### src/cwl_pkg.sv
// Types and codes shared by the card identifier whitelist table.
package cwl_pkg;

    localparam logic [1:0] CLS_MASTER = 2'd0;
    localparam logic [1:0] CLS_USER   = 2'd1;
    localparam logic [1:0] CLS_UNAUTH = 2'd2;

    localparam logic [2:0] OUT_NONE    = 3'd0;
    localparam logic [2:0] OUT_REMOVED = 3'd1;
    localparam logic [2:0] OUT_ADDED   = 3'd2;
    localparam logic [2:0] OUT_FULL    = 3'd3;
    localparam logic [2:0] OUT_LEAVE   = 3'd4;

    typedef struct packed {
        logic        action;
        logic [31:0] card_id;
    } t_cwl_in;

    typedef struct packed {
        logic [1:0] card_class;
        logic [2:0] outcome;
        logic [6:0] user_count;
    } t_cwl_out;

endpackage

### src/cwl_ram.sv
// Generic single write, single read RAM with registered read data.
module cwl_ram #(
    parameter int WIDTH = 32,
    parameter int DEPTH = 64
) (
    input  logic                                       i_clk,
    input  logic                                       i_we,
    input  logic [((DEPTH > 1) ? $clog2(DEPTH) : 1)-1:0] i_waddr,
    input  logic [WIDTH-1:0]                           i_wdata,
    input  logic [((DEPTH > 1) ? $clog2(DEPTH) : 1)-1:0] i_raddr,
    output logic [WIDTH-1:0]                           o_rdata
);

    logic [WIDTH-1:0] r_mem [DEPTH];
    logic [WIDTH-1:0] r_rdata;

    always_ff @(posedge i_clk) begin
        if (i_we) begin
            r_mem[i_waddr] <= i_wdata;
        end
        r_rdata <= r_mem[i_raddr];
    end

    assign o_rdata = r_rdata;

endmodule

### src/card_id_whitelist_table_core.sv
// Card identifier whitelist table: master check, linear table scan, add and remove.
// A master card or an empty table goes from idle straight to the decide state; any other
// card is first scanned through the table RAM read port at one entry a cycle, and a removal
// adds a move state. One item at a time; ready only when idle.
// Reset (synchronous, active low) empties the table and clears the master identifier.
module card_id_whitelist_table_core #(
    parameter int MAX_USERS = 64
) (
    input  logic              i_clk,
    input  logic              i_rst_n,
    input  logic              i_cfg_wr_en,
    input  logic [31:0]       i_cfg_wr_data,
    input  logic              i_valid,
    output logic              o_ready,
    input  cwl_pkg::t_cwl_in  i_item,
    output logic              o_valid,
    input  logic              i_ready,
    output cwl_pkg::t_cwl_out o_result
);

    localparam int AW = (MAX_USERS > 1) ? $clog2(MAX_USERS) : 1;
    localparam int CW = $clog2(MAX_USERS + 1);

    localparam logic [2:0] S_IDLE   = 3'd0;
    localparam logic [2:0] S_SCAN   = 3'd1;
    localparam logic [2:0] S_DECIDE = 3'd2;
    localparam logic [2:0] S_MOVE   = 3'd3;
    localparam logic [2:0] S_DONE   = 3'd4;

    logic [2:0]  r_state, n_state;
    logic [CW-1:0] r_count, n_count;
    logic [AW-1:0] r_idx, n_idx;
    logic [AW-1:0] r_slot, n_slot;
    logic [31:0] r_id, n_id;
    logic        r_action, n_action;
    logic [1:0]  r_cls, n_cls;
    logic [2:0]  r_outc, n_outc;
    logic [31:0] r_master;
    logic        r_out_valid, n_out_valid;
    cwl_pkg::t_cwl_out r_result, n_result;

    logic          ram_we;
    logic [AW-1:0] ram_waddr;
    logic [31:0]   ram_wdata;
    logic [AW-1:0] ram_raddr;
    logic [31:0]   ram_rdata;

    logic          w_accept;
    logic [CW-1:0] w_last;
    logic [15:0]   w_cnt_ext;

    cwl_ram #(
        .WIDTH (32),
        .DEPTH (MAX_USERS)
    ) u_table (
        .i_clk   (i_clk),
        .i_we    (ram_we),
        .i_waddr (ram_waddr),
        .i_wdata (ram_wdata),
        .i_raddr (ram_raddr),
        .o_rdata (ram_rdata)
    );

    assign o_ready   = (r_state == S_IDLE);
    assign w_accept  = i_valid && o_ready;
    assign w_last    = r_count - CW'(1);
    assign w_cnt_ext = 16'(r_count);

    always_comb begin
        n_state     = r_state;
        n_count     = r_count;
        n_idx       = r_idx;
        n_slot      = r_slot;
        n_id        = r_id;
        n_action    = r_action;
        n_cls       = r_cls;
        n_outc      = r_outc;
        n_out_valid = r_out_valid && !i_ready;
        n_result    = r_result;
        ram_we      = 1'b0;
        ram_waddr   = r_count[AW-1:0];
        ram_wdata   = r_id;
        ram_raddr   = '0;

        case (r_state)
            S_IDLE: begin
                if (w_accept) begin
                    n_id     = i_item.card_id;
                    n_action = i_item.action;
                    n_idx    = '0;
                    if (i_item.card_id == r_master) begin
                        n_cls   = cwl_pkg::CLS_MASTER;
                        n_state = S_DECIDE;
                    end else if (r_count == '0) begin
                        n_cls   = cwl_pkg::CLS_UNAUTH;
                        n_state = S_DECIDE;
                    end else begin
                        n_state = S_SCAN;
                    end
                end
            end
            S_SCAN: begin
                // ram_rdata holds entry r_idx
                if (ram_rdata == r_id) begin
                    n_cls   = cwl_pkg::CLS_USER;
                    n_slot  = r_idx;
                    n_state = S_DECIDE;
                end else if ((CW'(r_idx) + CW'(1)) == r_count) begin
                    n_cls   = cwl_pkg::CLS_UNAUTH;
                    n_state = S_DECIDE;
                end else begin
                    n_idx     = r_idx + 1'b1;
                    ram_raddr = r_idx + 1'b1;
                end
            end
            S_DECIDE: begin
                n_outc  = cwl_pkg::OUT_NONE;
                n_state = S_DONE;
                if (r_action) begin
                    case (r_cls)
                        cwl_pkg::CLS_MASTER: begin
                            n_outc = cwl_pkg::OUT_LEAVE;
                        end
                        cwl_pkg::CLS_USER: begin
                            ram_raddr = w_last[AW-1:0];
                            n_state   = S_MOVE;
                        end
                        default: begin
                            if (r_count >= CW'(MAX_USERS)) begin
                                n_outc = cwl_pkg::OUT_FULL;
                            end else begin
                                ram_we  = 1'b1;
                                n_count = r_count + CW'(1);
                                n_outc  = cwl_pkg::OUT_ADDED;
                            end
                        end
                    endcase
                end
            end
            S_MOVE: begin
                // last entry fills the freed slot
                ram_we    = 1'b1;
                ram_waddr = r_slot;
                ram_wdata = ram_rdata;
                n_count   = w_last;
                n_outc    = cwl_pkg::OUT_REMOVED;
                n_state   = S_DONE;
            end
            S_DONE: begin
                if (!r_out_valid || i_ready) begin
                    n_result.card_class = r_cls;
                    n_result.outcome    = r_outc;
                    n_result.user_count = w_cnt_ext[6:0];
                    n_out_valid         = 1'b1;
                    n_state             = S_IDLE;
                end
            end
            default: begin
                n_state = S_IDLE;
            end
        endcase
    end

    always_ff @(posedge i_clk) begin
        if (!i_rst_n) begin
            r_state     <= S_IDLE;
            r_count     <= '0;
            r_master    <= '0;
            r_out_valid <= 1'b0;
        end else begin
            r_state     <= n_state;
            r_count     <= n_count;
            r_out_valid <= n_out_valid;
            if (i_cfg_wr_en) begin
                r_master <= i_cfg_wr_data;
            end
        end
    end

    always_ff @(posedge i_clk) begin
        r_idx    <= n_idx;
        r_slot   <= n_slot;
        r_id     <= n_id;
        r_action <= n_action;
        r_cls    <= n_cls;
        r_outc   <= n_outc;
        r_result <= n_result;
    end

    assign o_valid  = r_out_valid;
    assign o_result = r_result;

    a_count_bound: assert property (@(posedge i_clk) disable iff (!i_rst_n)
        r_count <= CW'(MAX_USERS))
        else $error("stored count beyond table depth");

    a_master_first: assert property (@(posedge i_clk) disable iff (!i_rst_n)
        (w_accept && (i_item.card_id == r_master) && !i_cfg_wr_en)
        |=> (r_cls == cwl_pkg::CLS_MASTER) && (r_state == S_DECIDE))
        else $error("master card not classed as master");

    a_write_admin: assert property (@(posedge i_clk) disable iff (!i_rst_n)
        ram_we |-> r_action && ((r_state == S_DECIDE) || (r_state == S_MOVE)))
        else $error("table written outside administration");

endmodule
### config.mk
export PLATFORM = sky130hd
export DESIGN_NAME = card_id_whitelist_table_core
export DESIGN_NICKNAME = d
export VERILOG_FILES = /design/src/cwl_pkg.sv /design/src/cwl_ram.sv /design/src/card_id_whitelist_table_core.sv
export SDC_FILE = /design/constraint.sdc
export NUM_CORES = 2
export LEC_CHECK = 0
export BUFFER_PORTS_ARGS = -buffer_cell sky130_fd_sc_hd__buf_4
export CAP_MARGIN = 0
export CORE_MARGIN = 3
export CORE_UTILIZATION = 60
export DETAILED_ROUTE_END_ITERATION = 8
export PLACE_DENSITY_LB_ADDON = 0.1
export RECOVER_POWER = 50
export SLEW_MARGIN = 20
export SYNTH_ARGS = -nofsm -noshare
export SYNTH_HDL_FRONTEND = slang
export SYNTH_SLANG_ARGS = --single-unit
### constraint.sdc
create_clock -name i_clk -period 4.6 [get_ports i_clk]
set_input_delay 0.92 -clock i_clk [delete_from_list [all_inputs] [get_ports i_clk]]
set_output_delay 0.92 -clock i_clk [all_outputs]
set_load 0.03 [all_outputs]
== Word-level counts from Yosys, hierarchy flattened ==
Memory sizes are Yosys's and may differ from the RTL's. A register that Yosys moved wholly into a read port is not among the register bits.
Index checks and enable logic that the tools add are counted.

* Output and inout bits: 14
* Register bits: 105
* Memory bits (read-only): 0
* Memories kept: 1
* Memory bits (writable): 2048
* Bits in latches: 0
* Input bits: 70

{| class="wikitable"
|+ Memory list
! memory !! words !! width !! read ports !! clocked after Yosys merged registers in !! write ports !! RTL line !! text
|-
| u_table.r_mem || 64 || 32 || 1 || 1 || 1 || cwl_ram.sv:14 || <nowiki>logic [WIDTH-1:0] r_mem [DEPTH];</nowiki>
|}

* Reductions and logical operators: 18
* Shift-type cells: 0
* Multiplexer cells: 42
* Multipliers: 0
* Eq/ne operators: 17
* $lt $le $gt $ge: 1
* Bitwise logic cells: 0
* Div/mod/pow operators: 0
* Add/sub/neg operators: 4

{| class="wikitable"
|+ Operators with widths
! cell !! number
|-
| equality test 32 bit || 2
|-
| 2-to-1 mux 6 bit || 8
|-
| 2-to-1 mux 32 bit || 1
|-
| one-hot mux 6 bit (2 select lines) || 2
|-
| 2-to-1 mux 3 bit || 7
|-
| 2-to-1 mux 7 bit || 3
|-
| one-hot mux 3 bit (5 select lines) || 1
|-
| 2-to-1 mux 2 bit || 7
|-
| one-hot mux 7 bit (2 select lines) || 1
|-
| != test 2 bit (second input constant) || 6
|-
| one-hot mux 3 bit (2 select lines) || 2
|-
| AND reduction 4 bit || 3
|-
| 2-to-1 mux 1 bit || 8
|-
| adder 6 x 1 -> 7 bit (second input constant) || 1
|-
| adder 7 x 1 -> 7 bit (second input constant) || 1
|-
| equality test 7 bit || 1
|-
| >= comparator 7 bit (second input constant) || 1
|-
| logical NOT 7 bit || 1
|-
| subtractor 7 x 1 -> 7 bit (second input constant) || 1
|-
| adder 6 x 1 -> 6 bit (second input constant) || 1
|-
| equality test 3 x 2 -> 1 bit (second input constant) || 2
|-
| AND reduction 2 bit || 3
|-
| one-hot mux 2 bit (2 select lines) || 1
|-
| nonzero test 2 bit || 2
|-
| other kinds (14) || 16
|}

== Depth between registers and ports, before layout ==
* Depth after elaboration: 7
* Gate-level depth with buffers: 16

== Hierarchy ==
A second synthesis with hierarchy kept.

* Cells, all modules: 3845
* Area total of the unflattened synthesis: 83822.9 um^2

{| class="wikitable"
|+ Modules (own cells, without submodules)
! module !! seq. area each (um^2) !! cells each !! area each (um^2) !! times used
|-
| cwl_ram || 62139.6 || 3324 || 78515.3 || 1
|-
| card_id_whitelist_table_core || 2722.6 || 521 || 5307.6 || 1
|}

== Worst setup path before layout ==
OpenSTA, ideal clock, no wires.

* Kind: reg2reg
* From: reg r_state[1]
* To: mem u_table.r_mem[10][0], enable pin
* Data arrival time: 2.954 ns
* Slack: 1.225 ns
* Setup time: 0.421 ns
* Stages on the path, launching flop included: 7
* Path through: dfxtp_1 > nand2b_1 > nor3_1 > nand3_1 > o21ai_0 > nand2_1 > nor2_1

* Word-level cells in the longest chain between the ends: 4
* Elaborated cells between the ends (all ways): 6

{| class="wikitable"
|+ Ends and longest elaborated chain
! what !! RTL line !! text
|-
| from (decl) || card_id_whitelist_table_core.sv:30 || <nowiki>logic [2:0] r_state, n_state;</nowiki>
|-
| from (signal assigned) || card_id_whitelist_table_core.sv:171 || <nowiki>r_state <= n_state;</nowiki>
|-
| equality test 3 x 2 -> 1 bit || card_id_whitelist_table_core.sv:85 || <nowiki>case (r_state)</nowiki>
|-
| one-hot mux 1 bit (2 select lines) || card_id_whitelist_table_core.sv:85 ||
|-
| 2-to-1 mux 1 bit || cwl_ram.sv:18 || <nowiki>if (i_we) begin</nowiki>
|-
| 2-to-1 mux 1 bit (implied by the code) || cwl_ram.sv:19 || <nowiki>r_mem[i_waddr] <= i_wdata;</nowiki>
|-
| to (decl) || cwl_ram.sv:14 ||
|}

Parallel ways exist; a longest one is shown, timed or not.

== Final worst setup path ==
* From: reg u_table.r_rdata[3], in the netlist u_table.o_rdata[3] (read register of u_table.r_mem)
* To: reg u_table.r_rdata[26], in the netlist u_table.o_rdata[26] (read register of u_table.r_mem)

* Word-level cells in the longest chain between the ends: 3

{| class="wikitable"
|+ Ends and longest elaborated chain
! what !! RTL line !! text
|-
| from (decl) || cwl_ram.sv:15 || <nowiki>logic [WIDTH-1:0] r_rdata;</nowiki>
|-
| equality test 32 bit || card_id_whitelist_table_core.sv:104 || <nowiki>if (ram_rdata == r_id) begin</nowiki>
|-
| 2-to-1 mux 6 bit || card_id_whitelist_table_core.sv:104 ||
|-
| one-hot mux 6 bit (2 select lines) || card_id_whitelist_table_core.sv:85 ||
|}

Every way passes these cells.
A chain may end at the register's enable or synchronous reset.

==> impl_results.md <==
* Clock Sink Count at 2185
* Syn nets at 6398
* Share of cells above drive strength 1 at 10.7%
* HPWL after DPL at 137000 um
* Outcome: finished with violations
* Fmax at 225 MHz
* Pins Over Slew Limit at 174
* Total track usage at 32.6%
* Longest Clk Path Bufs at 3
* Synth Instances at 6324
* Total die area at 148000 um^2
* Register bit total from synthesis at 2185
* Max_cap viols at 5
* Crit path capture type: register
* Reg2Reg Depth at 12
* P_leak at 33.1 nW
* DRT Pass-1 Iters at 6
* Tmin final at 4.45 ns
* PD cells at 524 nW/um^2
* Clk_lat worst skew at 0.84 ns
* Syn. warnings at 0
* CTS Buf Count at 211
* Fillers at 9693
* Drt drc at 0
* Share of the yosys chip area belonging to registers at 75.6%
* Synth unique cells at 65
* Main combinational cell family by area after synthesis: simple AND/OR/NAND/NOR gates
* Number of synthesized flops with an enable pin at 2110
* Most frequent cells in the layout: 2110 x edfxtp_1, 1842 x nand2_1, 630 x nand3_1, 218 x clkbuf_16, 200 x a31oi_1
* Power Total at 51.0 mW
* Startpoint types: register
* Synth-to-Final Area Change at 13.4%
* Synthesized-area fraction occupied by adder cells at 0.0583%
* Nets at 6572
* I/O pin cnt at 84
* Top cells by area, synth: edfxtp_1 74%, nand2_1 8.2%, nand3_1 3.7%
* Starting Density at 60.5%
* Rows at 138
* Worst EP required at 5.38 ns
* Most common cell after layout, fill and taps aside: edfxtp_1
* Root Driver: clkbuf_16
* Compound-Gate Fraction of Synth Area at 5.14%
* Ys flop type: edfxtp_1
* Setup ws final at 0.149 ns
* Failing checks: max-capacitance violations, max-slew violations
* Post-Synth XOR/XNOR Area at 0.877%
* Hold Path Class: in -> reg
* Rel. slew slack at -56.4%
* Worst slew pin tran at 2.35 ns
* FF/Latch Area at 64900 um^2
* Final WL at 242000 um
* CP arrival at 5.23 ns
* Die X-Extent at 384 um
* Worst Hold Depth at 1
* DR vias/cell at 6.41
* CTS tree: done
* Mean post-synth cell area at 13.6 um^2
* RSZ-0062 raised after global routing: false
* Core footprint at 142000 um^2
* IO buf count at 83
* Die Ht at 384 um
* Number of global-route vias before repair at 52400
* Synth top area share at 73.9%
* First-pass GRT wire length at 352000 um
* CTS H-tree lvls at 4
* Clk pin slew, worst setup/hold paths at 0.06 ns
* Fin crit share at 96.8%
* CP Max Fanout at 13
* Largest net degree at the start of global routing at 94
* Via count at 55000
* Hold Fails Final Rpt at 0
* Post-Route Skew at 0.0270 ns
* Total congestion overflow at 0
* GPL Wtd Cong at 0.872
* Initial antenna violation count at 3
* Asr flop ratio synth at 0%
* Drt initial violations at 7731
* Post-synthesis mux area share at 1.84%
* Synthesized cell area at 85800 um^2
* Cell accounting for the most synthesized area: edfxtp_1
* Hold_buf cts at 0
* Simple-Gate Fraction of Synth Area at 14.3%
* Max VDD drop at 0.000363 V
* Final setup vio count at 0
* Multi-input gate area at 19700 um^2
* Crit path kind: reg -> reg
* Post-place setup slack at -0.0570 ns
* Antenna-violating nets left at 0
* WL per Instance at 28.2 um
-- layout make-up --
type	count	share of cell area, %
flip-flops and latches	2185	66.7
clock inverters	118	1.03
diodes	1	0.00257
well taps	1890	2.43
clock buffers	277	5.97
multi-input cells	3728	20.3
repair buffers	356	3.54
inverters	16	0.0617
-- cells in the mapped netlist, drive strengths merged, types with 75 or more instances --
cell / number
buf: 256
a32oi: 129
a31oi: 204
nand3: 631
nor2: 105
a21oi: 105
dfxtp: 75
mux2i: 158
nand4: 146
clkbuf: 139
edfxtp: 2110
nand2: 1873
-- registers in the layout, summed over array words and instances, names as in the netlist, 2 cells and up --
| signal | count |
|---|---|
| o_result | 12 |
| r_count | 7 |
| r_outc | 3 |
| r_id | 32 |
| r_slot | 6 |
| r_cls | 2 |
| u_table.o_rdata | 32 |
| u_table.r_mem | 2048 |
| r_master | 32 |
| r_idx | 6 |
| r_state | 3 |
-- timing repair --
item | in CTS | in global routing
endpoints found under the setup margin | 1 | 8
gates resized for setup | 1 | 4
setup buffers | 0 | 0
-- critical path: stages (launching register included) --
cell	delay, ns
dfxtp_1	0.64
xnor2_1	0.25
nand4_1	0.19
nor4_4	0.43
nand2_2	0.29
a31oi_4	0.47
buf_4	0.30
a2111oi_0	0.10
nor4_1	0.49
buf_4	0.19
o21ai_1	0.05
nor4_1	0.76
a221o_1	0.20
-- report_power, final --
part           switching, mW  internal [mW]  total, mW
sequential             0.473           23.8       24.2
clock                   7.29           9.71       17.0
combinational           7.15           2.62       9.78
-- cells by family after synthesis --
| logic type | count (synthesis) |
|---|---|
| simple gates | 2867 |
| flops | 2185 |
| compound gates | 614 |
| buf+inv | 411 |
| mux | 158 |
| xor+xnor | 85 |
| fa+ha+maj | 4 |
-- stage by stage --
stage	setup TNS (ns)	utilization, %	cell area (um^2)	instances	hold WS, ns
global placement	0	64.1	90900	8175	0.404
detailed placement	-0.0570	64.1	90900	8175	0.407
CTS	0	68.9	97700	8570	0.211
finish	0	68.6	97300	8571	0.291
global route	0	68.6	97300	8570	0.253
floorplan	0	-	85800	6324	0.400
-- metal layers --
layer / up-vias / global-route usage (%) / part of all wire (%)
met5: - / 0 / 0.011
met4: 4 / 11.9 / 3.5
met3: 507 / 7.31 / 11
met2: 3334 / 50.4 / 46
met1: 27300 / 46.0 / 39
li1: 23800 / - / -
-- worst paths after layout --
path                              start                           to  slack, ns
max reg2reg  u_table.o_rdata[3]$_DFF_P_  u_table.o_rdata[26]$_DFF_P_       0.15
min reg2reg     r_outc[2]$_SDFFCE_PP0N_        o_result[9]$_DFFE_PP_       0.42
max          u_table.o_rdata[3]$_DFF_P_  u_table.o_rdata[26]$_DFF_P_       0.15
min                          i_item[32]           r_action$_DFFE_PP_       0.29
No activity file was read; power rests on OpenSTA's default activity.
